<file path="src/hw/rtl/ssrch_pkg.sv">
// Shared constants and types for the substring search block.
// Depends on nothing; used by substring_search.
package ssrch_pkg;

  localparam int PAT_DEPTH = 64;
  localparam int TXT_DEPTH = 256;
  localparam int PAT_AW    = $clog2(PAT_DEPTH);
  localparam int TXT_AW    = $clog2(TXT_DEPTH);
  // Width for position sums that must not wrap: start + pattern length.
  localparam int SUM_W     = ((PAT_AW > TXT_AW) ? PAT_AW : TXT_AW) + 2;

  localparam logic OP_PATTERN = 1'b0;
  localparam logic OP_TEXT    = 1'b1;

  typedef enum logic [3:0] {
    ST_IDLE  = 4'b0001,
    ST_CHECK = 4'b0010,
    ST_READ  = 4'b0100,
    ST_CMP   = 4'b1000
  } state_t;

  typedef logic [PAT_AW-1:0] pat_idx_t;
  typedef logic [TXT_AW-1:0] txt_idx_t;
  typedef logic [SUM_W-1:0]  sum_t;

endpackage

</file>
<file path="src/hw/rtl/substring_search.sv">
// Substring search top level: pattern and text stores, load logic and the
// brute-force compare sequencer. Depends on ssrch_pkg.
//
//  channel  ports                                        transfer
//  input    start, busy, in_operation, in_data_byte,     start & !busy
//           in_last
//  result   out_valid, out_found                         out_valid (one cycle)
//
// A pattern byte or a text byte that is not the last one leaves busy low.
// The last text byte starts a search on one shared byte comparator: a length
// check (ST_CHECK), then a store read (ST_READ) and a compare (ST_CMP) per
// byte compare; busy is high during the search.
// The result strobe shows for one cycle and a new transfer may start in it.
// Reset is synchronous, active low, and resets the state, lengths and flags
// only (the pattern is marked closed); the receiver cannot stall the result.
module substring_search (
  input  logic       clk,
  input  logic       rst_n,
  input  logic       start,
  output logic       busy,
  input  logic       in_operation,
  input  logic [7:0] in_data_byte,
  input  logic       in_last,
  output logic       out_valid,
  output logic       out_found
);

  ssrch_pkg::state_t   state_r, state_nxt;

  logic [7:0]          pat_mem [ssrch_pkg::PAT_DEPTH];
  logic [7:0]          txt_mem [ssrch_pkg::TXT_DEPTH];

  ssrch_pkg::pat_idx_t pat_len_r, pat_len_nxt;
  logic                pat_closed_r, pat_closed_nxt;
  logic                pat_ended_r, pat_ended_nxt;
  ssrch_pkg::txt_idx_t txt_len_r, txt_len_nxt;
  logic                txt_closed_r, txt_closed_nxt;
  logic                txt_ended_r, txt_ended_nxt;

  ssrch_pkg::txt_idx_t pos_r, pos_nxt;
  ssrch_pkg::pat_idx_t k_r, k_nxt;
  logic [7:0]          pat_rd_r;
  logic [7:0]          txt_rd_r;

  logic                out_valid_r, out_valid_nxt;
  logic                out_match_r, out_match_nxt;

  logic                pat_we;
  ssrch_pkg::pat_idx_t pat_waddr;
  logic                txt_we;
  ssrch_pkg::txt_idx_t txt_waddr;

  logic                accept;
  ssrch_pkg::pat_idx_t pat_len_eff;
  logic                pat_ended_eff;
  ssrch_pkg::txt_idx_t txt_len_eff;
  logic                txt_ended_eff;
  ssrch_pkg::txt_idx_t txt_raddr;
  ssrch_pkg::sum_t     next_end;

  assign busy      = (state_r != ssrch_pkg::ST_IDLE);
  assign accept    = start && !busy;
  assign out_valid = out_valid_r;
  assign out_found = out_match_r;

  assign txt_raddr = ssrch_pkg::TXT_AW'(pos_r + ssrch_pkg::TXT_AW'(k_r));
  // End of the next window if the pattern moves on by one position.
  assign next_end  = ssrch_pkg::SUM_W'(pos_r) + ssrch_pkg::SUM_W'(1)
                   + ssrch_pkg::SUM_W'(pat_len_r);

  always_comb begin
    state_nxt      = state_r;
    pat_len_nxt    = pat_len_r;
    pat_closed_nxt = pat_closed_r;
    pat_ended_nxt  = pat_ended_r;
    txt_len_nxt    = txt_len_r;
    txt_closed_nxt = txt_closed_r;
    txt_ended_nxt  = txt_ended_r;
    pos_nxt        = pos_r;
    k_nxt          = k_r;
    out_valid_nxt  = 1'b0;
    out_match_nxt  = out_match_r;
    pat_we         = 1'b0;
    pat_waddr      = pat_len_r;
    txt_we         = 1'b0;
    txt_waddr      = txt_len_r;

    // A byte for a closed string restarts that string first.
    pat_len_eff    = pat_closed_r ? '0 : pat_len_r;
    pat_ended_eff  = pat_closed_r ? 1'b0 : pat_ended_r;
    txt_len_eff    = txt_closed_r ? '0 : txt_len_r;
    txt_ended_eff  = txt_closed_r ? 1'b0 : txt_ended_r;

    case (state_r)
      ssrch_pkg::ST_IDLE: begin
        if (accept) begin
          if (in_operation == ssrch_pkg::OP_PATTERN) begin
            pat_len_nxt    = pat_len_eff;
            pat_ended_nxt  = pat_ended_eff;
            pat_closed_nxt = in_last;
            if (!pat_ended_eff) begin
              if (in_data_byte == 8'd0) begin
                pat_ended_nxt = 1'b1;
              end else if (pat_len_eff !=
                           ssrch_pkg::PAT_AW'(ssrch_pkg::PAT_DEPTH - 1)) begin
                pat_we      = 1'b1;
                pat_waddr   = pat_len_eff;
                pat_len_nxt = pat_len_eff + 1'b1;
              end
            end
          end else begin
            txt_len_nxt    = txt_len_eff;
            txt_ended_nxt  = txt_ended_eff;
            txt_closed_nxt = in_last;
            if (!txt_ended_eff) begin
              if (in_data_byte == 8'd0) begin
                txt_ended_nxt = 1'b1;
              end else if (txt_len_eff !=
                           ssrch_pkg::TXT_AW'(ssrch_pkg::TXT_DEPTH - 1)) begin
                txt_we      = 1'b1;
                txt_waddr   = txt_len_eff;
                txt_len_nxt = txt_len_eff + 1'b1;
              end
            end
            if (in_last) begin
              state_nxt = ssrch_pkg::ST_CHECK;
            end
          end
        end
      end
      ssrch_pkg::ST_CHECK: begin
        if (pat_len_r == '0 ||
            ssrch_pkg::SUM_W'(pat_len_r) > ssrch_pkg::SUM_W'(txt_len_r)) begin
          out_valid_nxt = 1'b1;
          out_match_nxt = 1'b0;
          state_nxt     = ssrch_pkg::ST_IDLE;
        end else begin
          pos_nxt   = '0;
          k_nxt     = '0;
          state_nxt = ssrch_pkg::ST_READ;
        end
      end
      ssrch_pkg::ST_READ: begin
        state_nxt = ssrch_pkg::ST_CMP;
      end
      ssrch_pkg::ST_CMP: begin
        if (txt_rd_r == pat_rd_r) begin
          if (k_r == pat_len_r - 1'b1) begin
            out_valid_nxt = 1'b1;
            out_match_nxt = 1'b1;
            state_nxt     = ssrch_pkg::ST_IDLE;
          end else begin
            k_nxt     = k_r + 1'b1;
            state_nxt = ssrch_pkg::ST_READ;
          end
        end else if (next_end > ssrch_pkg::SUM_W'(txt_len_r)) begin
          out_valid_nxt = 1'b1;
          out_match_nxt = 1'b0;
          state_nxt     = ssrch_pkg::ST_IDLE;
        end else begin
          pos_nxt   = pos_r + 1'b1;
          k_nxt     = '0;
          state_nxt = ssrch_pkg::ST_READ;
        end
      end
      default: begin
        state_nxt = ssrch_pkg::ST_IDLE;
      end
    endcase
  end

  always_ff @(posedge clk) begin
    if (!rst_n) begin
      state_r      <= ssrch_pkg::ST_IDLE;
      pat_len_r    <= '0;
      pat_closed_r <= 1'b1;
      pat_ended_r  <= 1'b0;
      txt_len_r    <= '0;
      txt_closed_r <= 1'b0;
      txt_ended_r  <= 1'b0;
      out_valid_r  <= 1'b0;
    end else begin
      state_r      <= state_nxt;
      pat_len_r    <= pat_len_nxt;
      pat_closed_r <= pat_closed_nxt;
      pat_ended_r  <= pat_ended_nxt;
      txt_len_r    <= txt_len_nxt;
      txt_closed_r <= txt_closed_nxt;
      txt_ended_r  <= txt_ended_nxt;
      out_valid_r  <= out_valid_nxt;
    end
  end

  always_ff @(posedge clk) begin
    pos_r       <= pos_nxt;
    k_r         <= k_nxt;
    out_match_r <= out_match_nxt;
  end

  // Stores: one write port each, registered read at the compare position.
  always_ff @(posedge clk) begin
    if (pat_we) begin
      pat_mem[pat_waddr] <= in_data_byte;
    end
    pat_rd_r <= pat_mem[k_r];
  end

  always_ff @(posedge clk) begin
    if (txt_we) begin
      txt_mem[txt_waddr] <= in_data_byte;
    end
    txt_rd_r <= txt_mem[txt_raddr];
  end

endmodule

</file>
<file path="config.mk">
export PLATFORM = sky130hd
export DESIGN_NAME = substring_search
export DESIGN_NICKNAME = d
export VERILOG_FILES = /design/src/hw/rtl/ssrch_pkg.sv /design/src/hw/rtl/substring_search.sv
export SDC_FILE = /design/constraint.sdc
export NUM_CORES = 2
export LEC_CHECK = 0
export ABC_AREA = 1
export BUFFER_PORTS_ARGS = -buffer_cell sky130_fd_sc_hd__buf_2
export CAP_MARGIN = 10
export CELL_PAD_IN_SITES_DETAIL_PLACEMENT = 1
export CELL_PAD_IN_SITES_GLOBAL_PLACEMENT = 1
export CORE_ASPECT_RATIO = 1.25
export CORE_MARGIN = 1.5
export CORE_UTILIZATION = 40
export CTS_CLUSTER_SIZE = 16
export DETAILED_ROUTE_END_ITERATION = 10
export PLACE_DENSITY_LB_ADDON = 0.05
export REMOVE_ABC_BUFFERS = 1
export SLEW_MARGIN = 15
export SYNTH_ARGS = -nofsm -noshare
export SYNTH_HDL_FRONTEND = slang
export SYNTH_SLANG_ARGS = --single-unit
</file>
<file path="constraint.sdc">
create_clock -name clk -period 9.75 [get_ports clk]
set_input_delay 1.4625 -clock clk [delete_from_list [all_inputs] [get_ports clk]]
set_output_delay 1.4625 -clock clk [all_outputs]
set_load 0.05 [all_outputs]
</file>
==> impl_metrics.yaml <==
clock_network:
  clock-sinks: 2614
  clock_path_buffers: 4
  post_cts_buffers: 0
  htree_levels: 5
  insertion_delay_ps: 870
  cts_buffers: 286
  cts_resized: 0
  cts_hold_buf: 0
  cts_tree: "built"
  cts-root-buf: "clkbuf_16"
  clk_pin_slew_worst_paths_ps: 60
critical_path:
  critical_path.max_fanout: 147
  cp.arrival_ps: 6760
  crit_type: "register to register"
  crit_path_start_kind: "register"
  cp.required_ps: 10560
  cp-end-kind: "register"
detailed_routing:
  num_vias: 74700
  wl_met1_mm: 155
  antenna_left: 0
  topRoutingLayerUsed: "met5"
  wl_per_cell_um: 25.7
  wl_met2_mm: 180
  viasPerCell: 5.32
  drt_iter0_markers: 5420
  drc: 0
  drtPass1Iterations: 5
  postRouteWirelength_mm: 361
  met3_length_mm: 15.2
synth:
  synth_seq_cells: 2614
  synth-xor-area-share_pct: 0.258
  synth_edf_count: 2575
  synth.area.top_cells: "edfxtp_1 70%, nand2_1 10%, nand3_1 4.3%, nor2_1 4.2%, o21ai_0 2.9%"
  synth_area_per_cell_sq_um: 10.8
  yosys.area_share.adder_pct: 0.385
  synth_cell_types: 52
  syn_area_sq_mm: 0.111
  synthSimpleGateAreaFrac_pct: 19.5
  yosysWarningCount: 0
  ys_seq_area_share_pct: 70.3
  synthArstFlopShare_pct: 0
  synthMuxAreaShare_pct: 0
  synth_top_family_by_area: "simple AND/OR/NAND/NOR gates"
  ys.flop_type: "edfxtp_1"
  synth.top_cell.area_share_pct: 69.6
  yosys.area.top_type: "edfxtp_1"
  synth_compound_area_share_pct: 4.50
  netlist_instances: 10300
power_and_ir_drop:
  internal_power_mw: 18.6
  p_seq_share_pct: 52.1
  pwr-share-comb_pct: 3.1
  p_leak_nw: 45.9
  ir_drop_uv: 139
  swShare_pct: 21.6
  netSwitchingPower_mw: 5.11
  p_per_area_mw_per_mm2: 193
  p_clk_share_pct: 44.8
sta:
  worst_pin_slew_ps: 1220
  max_freq_mhz: 168
  period_share_pct: 61.0
  relSlewSlack_pct: 18.7
  setup_violations: 0
  finalHoldViolations: 0
  fin_ws_ps: 3810
  drv_slew: 0
  clock_skew_ps: 26.0
  finalCriticalPeriod_ps: 5940
  rsz0062_at_grt: "false"
finish:
  drive_gt1_share_pct: 6.15
  area_growth_pct: 10.9
  nFillCells: 29800
  nNetsFinal: 10200
  finalNonFillerCells: 14000
outcome:
  status: "complete, no violations"
min_path:
  hp-class: "register to register"
placement:
  pre_cts_ws_ps: 3710
  portBuffers: 15
  dpl.cell_count: 13500
  dp_hpwl_mm: 212
  place.gp.congestion: 0.860
die:
  fp.dieW_um: 475
  core-area_sq_mm: 0.277
  die-area_sq_mm: 0.281
  ioPinCount: 16
  initial_utilization_pct: 40.2
  die_h_um: 592
  std_cell_rows: 216
grt:
  grt_usage_pct: 25.5
  grt_max_degree: 202
  antenna_found_initial: 13
  grt_remaining_overflow: 0
  grt_pass1_wl_mm: 532
  grt_pass1_vias: 78400
run:
  drv_cap: 0
-- cell usage in the layout, fill, tap and decap left out, types with 5 or more instances in the layout --
master / Yosys / layout
nor3_1: 14 / 14
clkbuf_1: 237 / 56
nor2_2: 10 / 12
dfxtp_1: 39 / 39
a21oi_1: 37 / 37
clkinv_2: 1 / 46
o211ai_1: 23 / 23
nand2_4: 0 / 5
buf_12: 0 / 17
xor2_1: 16 / 15
edfxtp_1: 2575 / 2575
buf_8: 0 / 8
or2_2: 44 / 44
o21ai_1: 78 / 78
o21ai_0: 636 / 636
o22ai_1: 78 / 78
inv_6: 0 / 7
diode_2: 0 / 5
clkbuf_8: 0 / 5
clkbuf_16: 0 / 294
nand4_1: 38 / 38
buf_4: 23 / 90
ha_1: 31 / 30
bufinv_16: 0 / 22
nor2_1: 1239 / 1236
o221ai_1: 51 / 51
buf_2: 241 / 7
clkinv_1: 3 / 57
nand4_2: 6 / 6
xnor2_1: 13 / 12
nand2_2: 27 / 32
nand3_1: 948 / 948
inv_2: 11 / 11
nand2_1: 2978 / 2968
inv_1: 761 / 758
or2_1: 10 / 10
-- through the flow --
| step | hold slack (ps) | cell area, sq um | TNS, ps | power, mW | util [%] |
|---|---|---|---|---|---|
| after detailed placement | 522 | 114000 | 0 | 13.4 | 41.3 |
| final | 544 | 123000 | 0 | 23.7 | 44.5 |
| after CTS | 536 | 123000 | 0 | 24.0 | 44.5 |
| after floorplan | 476 | 108000 | -282670 | 13.0 | - |
| after global placement | 511 | 114000 | 0 | 13.3 | 41.3 |
| after global routing | 571 | 123000 | 0 | 24.4 | 44.5 |
-- cell families (layout without fill, tap and decap cells) --
kind of cell | after synthesis | in the layout
and+or+nand+nor | 5328 | 5328
DFF | 2614 | 2614
buffers and inverters | 1369 | 1387
AOI/OAI and AO/OA | 921 | 921
adders and majority gates | 33 | 33
xor gates and xnor gates | 31 | 31
other | 0 | 5
-- sequential cells by signal, summed over array words and instances, names as in the netlist --
| name | cells |
|---|---|
| k_r | 6 |
| out_found | 1 |
| out_valid | 1 |
| pat_closed_r | 1 |
| pat_ended_r | 1 |
| pat_len_r | 6 |
| pat_mem | 512 |
| pat_rd_r | 8 |
| pos_r | 8 |
| state_r | 4 |
| txt_closed_r | 1 |
| txt_ended_r | 1 |
| txt_len_r | 8 |
| txt_mem | 2048 |
| txt_rd_r | 8 |
-- power groups by stage --
stage | combinational, mW | sequential, mW | clock, mW
5_1_grt | 0.809 | 12.4 | 11.2
4_1_cts | 0.758 | 12.4 | 10.8
2_1_floorplan | 0.370 | 12.6 | 0
3_5_place_dp | 0.755 | 12.6 | 0
6_report | 0.743 | 12.4 | 10.6
3_3_place_gp | 0.746 | 12.6 | 0
-- per-layer routing --
metal / global-route usage (%) / vias to the layer above
met5: 0 / -
met4: 7.49 / 6
met3: 3.10 / 533
met2: 44.2 / 1438
met1: 33.5 / 38300
li1: - / 34400
-- worst max-delay path, cell delays in order, from the launching register on --
cell	delay, ps
edfxtp_1	370
buf_4	360
ha_4	310
fa_4	1070
buf_12	430
buf_4	870
buf_4	800
nand3_1	170
nand3_1	120
nand2_1	110
nand2_1	80
nand3_1	120
nand3_1	320
nand3_1	120
nand2_1	90
nand2_1	70
nand2_1	60
-- Yosys cell counts (2+ instances only) --
cell,count
o22ai_1,78
dfxtp_1,39
edfxtp_1,2575
nand2_1,2978
nand4_2,6
nor3_4,2
nor2_1,1239
o211ai_1,23
or2_2,44
o21ai_2,2
o221ai_1,51
nor3_1,14
nor3b_1,2
a211oi_1,2
ha_1,31
nor2_2,10
nand2_2,27
buf_4,23
nand3_2,3
o21bai_1,2
or2_1,10
buf_6,18
fa_1,2
o21ai_0,636
nand4_1,38
buf_2,241
a21oi_1,37
nor2_4,2
clkbuf_1,237
inv_1,761
xor2_1,16
o21a_1,3
nand3_1,948
o21ai_1,78
clkinv_1,3
xor2_2,2
inv_2,11
buf_1,72
a31oi_1,3
xnor2_1,13
nor4_1,3
-- path summary, 6_finish.rpt --
check	startpoint	endpoint	slack (ps)	cells after the start
max	k_r[0]$_SDFFCE_PN0P_	txt_rd_r[7]$_DFF_P_	3810	16
min	state_r[3]$_SDFFE_PN0P_	state_r[3]$_SDFFE_PN0P_	540	3
max reg2reg	k_r[0]$_SDFFCE_PN0P_	txt_rd_r[7]$_DFF_P_	3810	16
min reg2reg	state_r[3]$_SDFFE_PN0P_	state_r[3]$_SDFFE_PN0P_	540	3
-- layout make-up --
| class | instances | area (sq um) | share of cell area (%) |
|---|---|---|---|
| clock inverter | 133 | 1210 | 0.981 |
| inverter | 777 | 2960 | 2.40 |
| tap | 3706 | 4640 | 3.76 |
| multi-input combinational | 6313 | 27500 | 22.3 |
| timing repair buffer | 122 | 1170 | 0.950 |
| sequential | 2614 | 78100 | 63.4 |
| antenna | 5 | 12.5 | 0.0102 |
| clock buffer | 355 | 7640 | 6.20 |
Power figures use the tool's default switching activity.
